**src/rtl/five_tuple_flow_hash_top_defines.svh**
```systemverilog
// ---------------------------------------------------------------------------
// Five-tuple flow hash: assertion macros
// Clocked on clk_i; the plain form is disabled while rst_ni is low, the
// reset form is also checked during reset.
// ---------------------------------------------------------------------------
`ifndef FIVE_TUPLE_FLOW_HASH_TOP_DEFINES_SVH
`define FIVE_TUPLE_FLOW_HASH_TOP_DEFINES_SVH

`ifndef ASSERT_OFF
`define FTH_ASSERT(lbl, prop, msg) \
  lbl: assert property (@(posedge clk_i) disable iff (!rst_ni) (prop)) else $error(msg);
`define FTH_ASSERT_RST(lbl, prop, msg) \
  lbl: assert property (@(posedge clk_i) (prop)) else $error(msg);
`else
`define FTH_ASSERT(lbl, prop, msg)
`define FTH_ASSERT_RST(lbl, prop, msg)
`endif

`endif

```
**src/rtl/fth_pkg.sv**
```systemverilog
`timescale 1ns / 1ps
// ---------------------------------------------------------------------------
// Five-tuple flow hash package
// Hash state type, initial value and the mix / final round slices.
// ---------------------------------------------------------------------------
package fth_pkg;

  localparam logic [31:0] HashInit = 32'hDEADBEEF;
  localparam logic [31:0] KeyBytes = 32'd13;
  localparam logic [31:0] InitBase = HashInit + KeyBytes;

  typedef struct packed {
    logic [31:0] a;
    logic [31:0] b;
    logic [31:0] c;
  } hash_state_t;

  typedef struct packed {
    hash_state_t st;
    logic [7:0]  proto;
  } mix_item_t;

  // Rotate left by a constant amount (1..31)
  function automatic logic [31:0] rotl(input logic [31:0] x, input logic [4:0] k);
    logic [5:0] r;
    r = 6'd32 - {1'b0, k};
    return (x << k) | (x >> r);
  endfunction

  // Mix round, first two lines
  function automatic hash_state_t mix_step1(input hash_state_t s);
    hash_state_t t;
    t = s;
    t.a = (t.a - t.c) ^ rotl(t.c, 5'd4);
    t.c = t.c + t.b;
    t.b = (t.b - t.a) ^ rotl(t.a, 5'd6);
    t.a = t.a + t.c;
    return t;
  endfunction

  // Mix round, middle two lines
  function automatic hash_state_t mix_step2(input hash_state_t s);
    hash_state_t t;
    t = s;
    t.c = (t.c - t.b) ^ rotl(t.b, 5'd8);
    t.b = t.b + t.a;
    t.a = (t.a - t.c) ^ rotl(t.c, 5'd16);
    t.c = t.c + t.b;
    return t;
  endfunction

  // Mix round, last two lines
  function automatic hash_state_t mix_step3(input hash_state_t s);
    hash_state_t t;
    t = s;
    t.b = (t.b - t.a) ^ rotl(t.a, 5'd19);
    t.a = t.a + t.c;
    t.c = (t.c - t.b) ^ rotl(t.b, 5'd4);
    t.b = t.b + t.a;
    return t;
  endfunction

  // Protocol byte add and final round, first two lines
  function automatic hash_state_t final_step1(input hash_state_t s,
                                              input logic [7:0] proto);
    hash_state_t t;
    t = s;
    t.a = t.a + {24'd0, proto};
    t.c = (t.c ^ t.b) - rotl(t.b, 5'd14);
    t.a = (t.a ^ t.c) - rotl(t.c, 5'd11);
    return t;
  endfunction

  // Final round, lines three and four
  function automatic hash_state_t final_step2(input hash_state_t s);
    hash_state_t t;
    t = s;
    t.b = (t.b ^ t.a) - rotl(t.a, 5'd25);
    t.c = (t.c ^ t.b) - rotl(t.b, 5'd16);
    return t;
  endfunction

  // Final round, lines five to seven
  function automatic hash_state_t final_step3(input hash_state_t s);
    hash_state_t t;
    t = s;
    t.a = (t.a ^ t.c) - rotl(t.c, 5'd4);
    t.b = (t.b ^ t.a) - rotl(t.a, 5'd14);
    t.c = (t.c ^ t.b) - rotl(t.b, 5'd24);
    return t;
  endfunction

endpackage

```
**src/rtl/fth_mix_pipe.sv**
```systemverilog
`timescale 1ns / 1ps
// ---------------------------------------------------------------------------
// Mix round pipeline
// Three register stages, two mix lines each; the protocol byte rides along.
// ---------------------------------------------------------------------------
module fth_mix_pipe (
  input  logic               clk_i,
  input  logic               rst_ni,
  input  logic               in_valid_i,
  output logic               in_stall_o,
  input  fth_pkg::mix_item_t in_data_i,
  output logic               out_valid_o,
  input  logic               out_stall_i,
  output fth_pkg::mix_item_t out_data_o
);

  logic               valid_q [3];
  fth_pkg::mix_item_t data_q  [3];
  logic               adv     [3];

  // Advance a stage when it is empty or its successor moves
  always_comb begin
    adv[2] = !valid_q[2] || !out_stall_i;
    adv[1] = !valid_q[1] || adv[2];
    adv[0] = !valid_q[0] || adv[1];
  end

  assign in_stall_o = !adv[0];

  // Valid bits
  always_ff @(posedge clk_i or negedge rst_ni) begin
    if (!rst_ni) begin
      valid_q[0] <= 1'b0;
      valid_q[1] <= 1'b0;
      valid_q[2] <= 1'b0;
    end else begin
      if (adv[0]) valid_q[0] <= in_valid_i;
      if (adv[1]) valid_q[1] <= valid_q[0];
      if (adv[2]) valid_q[2] <= valid_q[1];
    end
  end

  // Hash state, two mix lines per stage
  always_ff @(posedge clk_i) begin
    if (adv[0]) begin
      data_q[0].st    <= fth_pkg::mix_step1(in_data_i.st);
      data_q[0].proto <= in_data_i.proto;
    end
    if (adv[1]) begin
      data_q[1].st    <= fth_pkg::mix_step2(data_q[0].st);
      data_q[1].proto <= data_q[0].proto;
    end
    if (adv[2]) begin
      data_q[2].st    <= fth_pkg::mix_step3(data_q[1].st);
      data_q[2].proto <= data_q[1].proto;
    end
  end

  assign out_valid_o = valid_q[2];
  assign out_data_o  = data_q[2];

endmodule

```
**src/rtl/fth_final_pipe.sv**
```systemverilog
`timescale 1ns / 1ps
// ---------------------------------------------------------------------------
// Final round pipeline
// Adds the protocol byte, then runs the final round over three stages.
// ---------------------------------------------------------------------------
module fth_final_pipe (
  input  logic               clk_i,
  input  logic               rst_ni,
  input  logic               in_valid_i,
  output logic               in_stall_o,
  input  fth_pkg::mix_item_t in_data_i,
  output logic               out_valid_o,
  input  logic               out_stall_i,
  output logic [31:0]        hash_o
);

  logic                 valid_q [3];
  fth_pkg::hash_state_t data_q  [3];
  logic                 adv     [3];

  // Advance a stage when it is empty or its successor moves
  always_comb begin
    adv[2] = !valid_q[2] || !out_stall_i;
    adv[1] = !valid_q[1] || adv[2];
    adv[0] = !valid_q[0] || adv[1];
  end

  assign in_stall_o = !adv[0];

  // Valid bits
  always_ff @(posedge clk_i or negedge rst_ni) begin
    if (!rst_ni) begin
      valid_q[0] <= 1'b0;
      valid_q[1] <= 1'b0;
      valid_q[2] <= 1'b0;
    end else begin
      if (adv[0]) valid_q[0] <= in_valid_i;
      if (adv[1]) valid_q[1] <= valid_q[0];
      if (adv[2]) valid_q[2] <= valid_q[1];
    end
  end

  // Hash state through the final round
  always_ff @(posedge clk_i) begin
    if (adv[0]) data_q[0] <= fth_pkg::final_step1(in_data_i.st, in_data_i.proto);
    if (adv[1]) data_q[1] <= fth_pkg::final_step2(data_q[0]);
    if (adv[2]) data_q[2] <= fth_pkg::final_step3(data_q[1]);
  end

  assign out_valid_o = valid_q[2];
  assign hash_o      = data_q[2].c;

endmodule

```
**src/rtl/five_tuple_flow_hash_top.sv**
```systemverilog
`timescale 1ns / 1ps
// Throughput: one 5-tuple per cycle while out_stall_i is low, set by the seven-stage
// register pipeline (key add, three mix stages, three final-round stages).
// Reset clears all stage valid bits and sets the seed to 0; the pipeline
// accepts items from the first cycle after reset.
// ---------------------------------------------------------------------------
// Five-tuple flow hash top level
// Seeded 32-bit hash over the 13-byte flow key, fully pipelined.
// ---------------------------------------------------------------------------
`include "five_tuple_flow_hash_top_defines.svh"

module five_tuple_flow_hash_top (
  input  logic        clk_i,
  input  logic        rst_ni,
  input  logic        hash_seed_we_i,
  input  logic [31:0] hash_seed_i,
  input  logic        in_valid_i,
  output logic        in_stall_o,
  input  logic [31:0] source_address_i,
  input  logic [31:0] destination_address_i,
  input  logic [15:0] source_port_i,
  input  logic [15:0] destination_port_i,
  input  logic [7:0]  protocol_number_i,
  output logic        out_valid_o,
  input  logic        out_stall_i,
  output logic [31:0] flow_hash_o
);

  logic [31:0]        init_q;
  logic               key_valid_q;
  fth_pkg::mix_item_t key_data_q;
  fth_pkg::mix_item_t key_data_d;
  logic               key_adv;
  logic               mix_stall;
  logic               mix_valid;
  fth_pkg::mix_item_t mix_data;
  logic               fin_stall;

  // Hold the initial state word, seed already folded in
  always_ff @(posedge clk_i or negedge rst_ni) begin
    if (!rst_ni) begin
      init_q <= fth_pkg::InitBase;
    end else if (hash_seed_we_i) begin
      init_q <= fth_pkg::InitBase + hash_seed_i;
    end
  end

  // Add the three key words to the initial state
  always_comb begin
    key_data_d.st.a  = init_q + source_address_i;
    key_data_d.st.b  = init_q + destination_address_i;
    key_data_d.st.c  = init_q + {destination_port_i, source_port_i};
    key_data_d.proto = protocol_number_i;
  end

  assign key_adv    = !key_valid_q || !mix_stall;
  assign in_stall_o = !key_adv;

  always_ff @(posedge clk_i or negedge rst_ni) begin
    if (!rst_ni) begin
      key_valid_q <= 1'b0;
    end else if (key_adv) begin
      key_valid_q <= in_valid_i;
    end
  end

  always_ff @(posedge clk_i) begin
    if (key_adv) begin
      key_data_q <= key_data_d;
    end
  end

  fth_mix_pipe u_mix (
    .clk_i       (clk_i),
    .rst_ni      (rst_ni),
    .in_valid_i  (key_valid_q),
    .in_stall_o  (mix_stall),
    .in_data_i   (key_data_q),
    .out_valid_o (mix_valid),
    .out_stall_i (fin_stall),
    .out_data_o  (mix_data)
  );

  fth_final_pipe u_final (
    .clk_i       (clk_i),
    .rst_ni      (rst_ni),
    .in_valid_i  (mix_valid),
    .in_stall_o  (fin_stall),
    .in_data_i   (mix_data),
    .out_valid_o (out_valid_o),
    .out_stall_i (out_stall_i),
    .hash_o      (flow_hash_o)
  );

  // Reset leaves the output without a valid result
  `FTH_ASSERT_RST(a_reset_empty, !rst_ni |=> !out_valid_o, "result valid right after reset")
  // A seed write lands in the initial state word
  `FTH_ASSERT(a_seed_write, hash_seed_we_i |=> init_q == fth_pkg::InitBase + $past(hash_seed_i),
              "initial state does not follow seed write")
  // Input backpressure only when the output side is stalled
  `FTH_ASSERT(a_stall_source, in_stall_o |-> out_valid_o && out_stall_i,
              "input stalled while output side free")
  // A held key stage keeps its contents
  `FTH_ASSERT(a_key_hold, key_valid_q && mix_stall |=> key_valid_q && $stable(key_data_q),
              "key stage changed while stalled")

endmodule

```
**config.mk**
```make
export PLATFORM = sky130hd
export DESIGN_NAME = five_tuple_flow_hash_top
export DESIGN_NICKNAME = d
export VERILOG_FILES = /design/src/rtl/fth_pkg.sv /design/src/rtl/fth_mix_pipe.sv /design/src/rtl/fth_final_pipe.sv /design/src/rtl/five_tuple_flow_hash_top.sv
export VERILOG_INCLUDE_DIRS = /design/src /design/src/rtl
export SDC_FILE = /design/constraint.sdc
export NUM_CORES = 2
export LEC_CHECK = 0
export ABC_AREA = 0
export BUFFER_PORTS_ARGS = -buffer_cell sky130_fd_sc_hd__buf_2
export CELL_PAD_IN_SITES_DETAIL_PLACEMENT = 0
export CELL_PAD_IN_SITES_GLOBAL_PLACEMENT = 1
export CORE_ASPECT_RATIO = 1.4
export CORE_UTILIZATION = 35
export CTS_CLUSTER_DIAMETER = 100
export DETAILED_ROUTE_END_ITERATION = 6
export PLACE_DENSITY_LB_ADDON = 0.1
export SETUP_SLACK_MARGIN = 0.05
export SLEW_MARGIN = 20
export SYNTH_ARGS = -nofsm -noshare
export SYNTH_HDL_FRONTEND = slang
export SYNTH_HIERARCHICAL = 1
export SYNTH_SLANG_ARGS = --single-unit
```
**constraint.sdc**
```tcl
create_clock -name clk_i -period 31.2 [get_ports clk_i]
set_input_delay 7.8 -clock clk_i [delete_from_list [all_inputs] [get_ports clk_i]]
set_output_delay 7.8 -clock clk_i [all_outputs]
set_load 0.03 [all_outputs]
```
Word level (Yosys, flattened, before mapping)
Memory sizes are Yosys's and may differ from the RTL's.
Cells that the tools add are included.
Widths: inputs -> output; s select.
{"block": "classes", "n_addsub": 24, "mux": 12, "bitwise_logic": 26, "n_reduce_logical": 16}
{"operator": "$sub 32x32->32", "n": 13}
{"operator": "$xor 32x32->32", "n": 13}
{"operator": "$add 32x32->32", "n": 9}
{"operator": "$or 32x4->32", "n": 3}
{"operator": "$or 32x14->32", "n": 2}
{"operator": "$or 32x16->32", "n": 2}
{"operator": "$add 32x32->32 const A", "n": 1}
{"operator": "$add 32x8->32", "n": 1}
{"operator": "$or 32x11->32", "n": 1}
{"operator": "$or 32x19->32", "n": 1}
{"operator": "$or 32x24->32", "n": 1}
{"operator": "$or 32x25->32", "n": 1}
{"operator": "$or 32x6->32", "n": 1}
{"operator": "$or 32x8->32", "n": 1}
{"operator": "$mux 1", "n": 12}
{"operator": "$logic_not 1->1", "n": 9}
{"operator": "$logic_or 1x1->1", "n": 7}
{"block": "word_totals", "reg_bits": 143, "ram_bits": 600, "input_bits": 141, "output_inout_bits": 34, "mem_count": 2}
{"name": "u_mix.data_q", "depth": 3, "width": 104, "rd": 3, "rd_ports_with_merged_regs": 0, "wr": 3, "line_no": "fth_mix_pipe.sv:18", "text": "fth_pkg::mix_item_t data_q [3];"}
{"name": "u_final.data_q", "depth": 3, "width": 96, "rd": 3, "rd_ports_with_merged_regs": 0, "wr": 3, "line_no": "fth_final_pipe.sv:18", "text": "fth_pkg::hash_state_t data_q [3];"}

Depth between registers and ports, before layout
{"block": "depth", "word_depth": 9, "ltp_mapped": 42}

Hierarchy
The synthesis kept the hierarchy.
{"mod": "fth_mix_pipe", "instances": 1, "cells_per_inst": 3078, "area_per_inst_um2": 29524.6, "seq_area_each_um2": 9444.1}
{"mod": "fth_final_pipe", "instances": 1, "cells_per_inst": 2151, "area_per_inst_um2": 20758.7, "seq_area_each_um2": 6801.5}
{"mod": "five_tuple_flow_hash_top", "instances": 1, "cells_per_inst": 947, "area_per_inst_um2": 9567.9, "seq_area_each_um2": 3977.6}

Worst setup path before layout
No wires, ideal clock.
{"block": "synth_timing", "kind": "input to output", "start": "input out_stall_i", "end": "output in_stall_o", "t_arrival_ns": 17.463, "t_required_ns": 23.400, "path_slack_ns": 5.937, "stages": 6, "n_path_buf": 0, "cell_sequence": "nand4_1 > inv_1 > nand4_1 > inv_1 > nand2_1 > inv_1"}
{"block": "synth_between", "elab_chain_cells": 9}
{"item": "start: declaration", "line_no": "five_tuple_flow_hash_top.sv:25", "text": "input logic out_stall_i,"}
{"item": "$logic_not 1->1", "line_no": "fth_final_pipe.sv:23", "text": "adv[2] = !valid_q[2] || !out_stall_i;"}
{"item": "$logic_or 1x1->1", "line_no": "fth_final_pipe.sv:23"}
{"item": "$logic_or 1x1->1", "line_no": "fth_final_pipe.sv:24", "text": "adv[1] = !valid_q[1] || adv[2];"}
{"item": "$logic_or 1x1->1", "line_no": "fth_final_pipe.sv:25", "text": "adv[0] = !valid_q[0] || adv[1];"}
{"item": "$logic_or 1x1->1", "line_no": "fth_mix_pipe.sv:23", "text": "adv[2] = !valid_q[2] || !out_stall_i;"}
{"item": "$logic_or 1x1->1", "line_no": "fth_mix_pipe.sv:24", "text": "adv[1] = !valid_q[1] || adv[2];"}
{"item": "$logic_or 1x1->1", "line_no": "fth_mix_pipe.sv:25", "text": "adv[0] = !valid_q[0] || adv[1];"}
{"item": "$logic_or 1x1->1", "line_no": "five_tuple_flow_hash_top.sv:56", "text": "assign key_adv = !key_valid_q || !mix_stall;"}
{"item": "$logic_not 1->1", "line_no": "five_tuple_flow_hash_top.sv:57", "text": "assign in_stall_o = !key_adv;"}
{"item": "end: declaration", "line_no": "five_tuple_flow_hash_top.sv:18", "text": "output logic in_stall_o,"}
Every way passes these cells.

Final worst setup path
Same ends and word-level chain as after synthesis.

==> flow_summary.toml <==
[die]
die_area_mm2 = 0.173
std_cell_rows = 179
die_w_um = 351
coreArea_mm2 = 0.170
die_h_um = 491
start_util_pct = 35.3
pin_count = 175

[sta]
hold-worst-slack_ns = 0.415
timing.final.crit_share_pct = 56.3
relSlewSlack_pct = 18.8
setup-tns-final_ns = 0
finalSetupViolCount = 0
fin_crit_ns = 17.55
maxSlewViolCount = 0
finalHoldViolations = 0
rsz0062_at_grt = "false"
max_freq_mhz = 57.0
tightest_slew_ns = 1.21
clock_skew_ns = 0.0362

[worst_setup_path]
crit_fanout = 41
path_class = "primary input to output pin"
cp.arrival_ns = 9.75
crit_family = "buffers and inverters"
end_kind = "output pin"
slowest_delay_ns = 0.46
path_cells = "buf_2 -> nand4_1 -> buf_4 -> inv_1 -> nand4_1 -> buf_4 -> inv_1 -> nand2_4 -> inv_1 -> buf_2"
crit_top_cell = "inv_1"
crit_slowest_cell = "buf_4"
critPathBufInv = 7
cp-start-kind = "primary input"
critPathRequiredTime_ns = 23.40

[clocking]
ctsHoldBuffers = 0
cts.htree.levels = 3
cts.clk_slew.worst_paths_ns = 0.06
postCtsSetupBuffers = 0
cts.sinks = 679
cts_buffers = 81
clock-root-buffer = "clkbuf_16"
cts_tree = "built"
clockBufferDepth = 3
cts_resized = 0
worstSkewPairLatency_ns = 0.72

[detailed_routing]
antenna_left = 0
routed_wl_um = 225000
firstDrtPassIters = 5
vias = 45600
drcViolationCount = 0
drt-initial-drc-count = 1847
post_drt_wl_per_cell_um = 25.7
viasPerCell = 5.22

[placed_design]
hpwl_um = 196000
place_congestion = 1.00
port_buffers = 174

[global_routing]
grt_pass1_wl_um = 317000
grt_max_degree = 62
overflow = 0
track_usage_pct = 25.9
antenna_found_initial = 2
grt_pass1_vias = 49200

[logic_synthesis]
ys_seq_elements = 679
syn-num-nets = 7002
synth.top_cell.area_share_pct = 32.1
synth_cell_types = 127
yosysSeqAreaShare_pct = 33.8
synth_area_leaders = "edfxtp_1, ha_1, xnor2_1, xor2_1, a21oi_1"
avgSynthCellArea_um2 = 9.69
yosysTopAreaCell = "edfxtp_1"
yosys_most_used_dff = "edfxtp_1"
async_flop_share_pct = 5.74
synth_edf_count = 640
syn_area_mm2 = 0.0599
postSynthCellCount = 6176
yosys_warnings = 6

[layout]
fin_nets = 7236
drive_above_1_share_pct = 8.52
area_growth_syn_to_layout_pct = 11.1

[flow_run]
drv_cap = 0

[min_path]
hold_class = "flip-flop to flip-flop"

[outcome]
status = "finished, final reports clean"
[cells in the mapped netlist (35+ instances only)]
master and count:
a211oi_1 56, a21o_1 295, a21oi_1 491, a31oi_1 57, and3_1 63, clkbuf_1 35, edfxtp_1 640, ha_1 662
inv_1 530, nand2_1 306, nand2b_1 107, nand3_1 117, nand4_1 46, nor2_1 362, nor2b_1 75, nor3_1 94
o211ai_1 40, o21a_1 90, o21ai_0 257, o21ai_1 43, o21bai_1 58, o31ai_1 38, xnor2_1 730, xor2_1 360
[registers in the layout, summed over array words and instances (netlist names)]
register / flops
u_mix/valid_q: 2
u_mix/data_q: 312
u_final/valid_q: 2
init_q: 32
key_data_q: 104
key_valid_q: 1
u_final/data_q: 224
u_final/out_valid_o: 1
u_mix/out_valid_o: 1
[cell families (layout without fill, tap and decap cells)]
kind of cell	after synthesis	after routing	share of synthesized area [%]
muxes	22	22	0.414
xor gates and xnor gates	1107	1107	16.5
other	0	1	0
AOI/OAI and AO/OA	1720	1720	19.3
and+or+nand+nor	1335	1335	11.0
buffers and inverters	613	913	4.10
adders and majority gates	700	700	14.9
DFF	679	679	33.8
[final timing paths]
check	from	to	slack, ns	depth (start not counted)
min	key_data_q[1]	u_mix/data_q[0][1]	0.41	0
max reg2reg	u_final/data_q[0][124]	u_final/data_q[0][223]	20.54	33
min in group asynchronous	rst_ni	init_q[29]	7.22	2
max	out_stall_i	in_stall_o	13.65	10
min reg2reg	key_data_q[1]	u_mix/data_q[0][1]	0.41	0
max in group asynchronous	rst_ni	init_q[0]	23.49	2
[per-stage QoR]
step	cell area (µm²)	worst slack (ns)	instances	util, %
6_report	66500	13.65	8739	39.2
5_1_grt	66500	13.45	8739	39.2
4_1_cts	66500	13.55	8738	39.2
3_5_place_dp	63600	13.56	8589	37.5
3_3_place_gp	63600	13.53	8589	37.5
2_1_floorplan	59900	5.94	6176	-
[cell usage in the layout, fill, tap and decap left out, types with 58 or more instances in the layout]
cell type and n:
nand3_1 115, nor2_1 362, inv_1 530, a21o_1 295, o21a_1 90, ha_1 662, edfxtp_1 640, a21oi_1 491
o21ai_0 257, xnor2_1 721, o21bai_1 58, xor2_1 359, buf_4 58, clkbuf_16 86, nor2b_1 75, and3_1 63
nand2b_1 107, buf_2 174, nand2_1 303, nor3_1 94
[per-layer routing]
layer / share of wire [%] / global-route usage [%] / vias to the layer above
li1: - / - / 22800
met1: 26 / 17.0 / 21400
met2: 58 / 54.5 / 833
met3: 2.0 / 2.29 / 512
met4: 14 / 30.7 / 0
met5: 0 / 0 / -
[layout make-up]
type                            instances  area, µm²
Timing Repair Buffer                  232       1310
Tap cell                             2262       2830
Clock buffer                          101       2230
Antenna cell                            1       2.50
Fill cell                           17300     103000
Inverter                              532       2000
Multi-Input combinational cell       4884      37300
Sequential cell                       679      20200
Clock inverter                         48        593
Power is left out: the tool's default activity adds up to more than one toggle a clock period on the data nets, which glitch-free logic cannot reach.
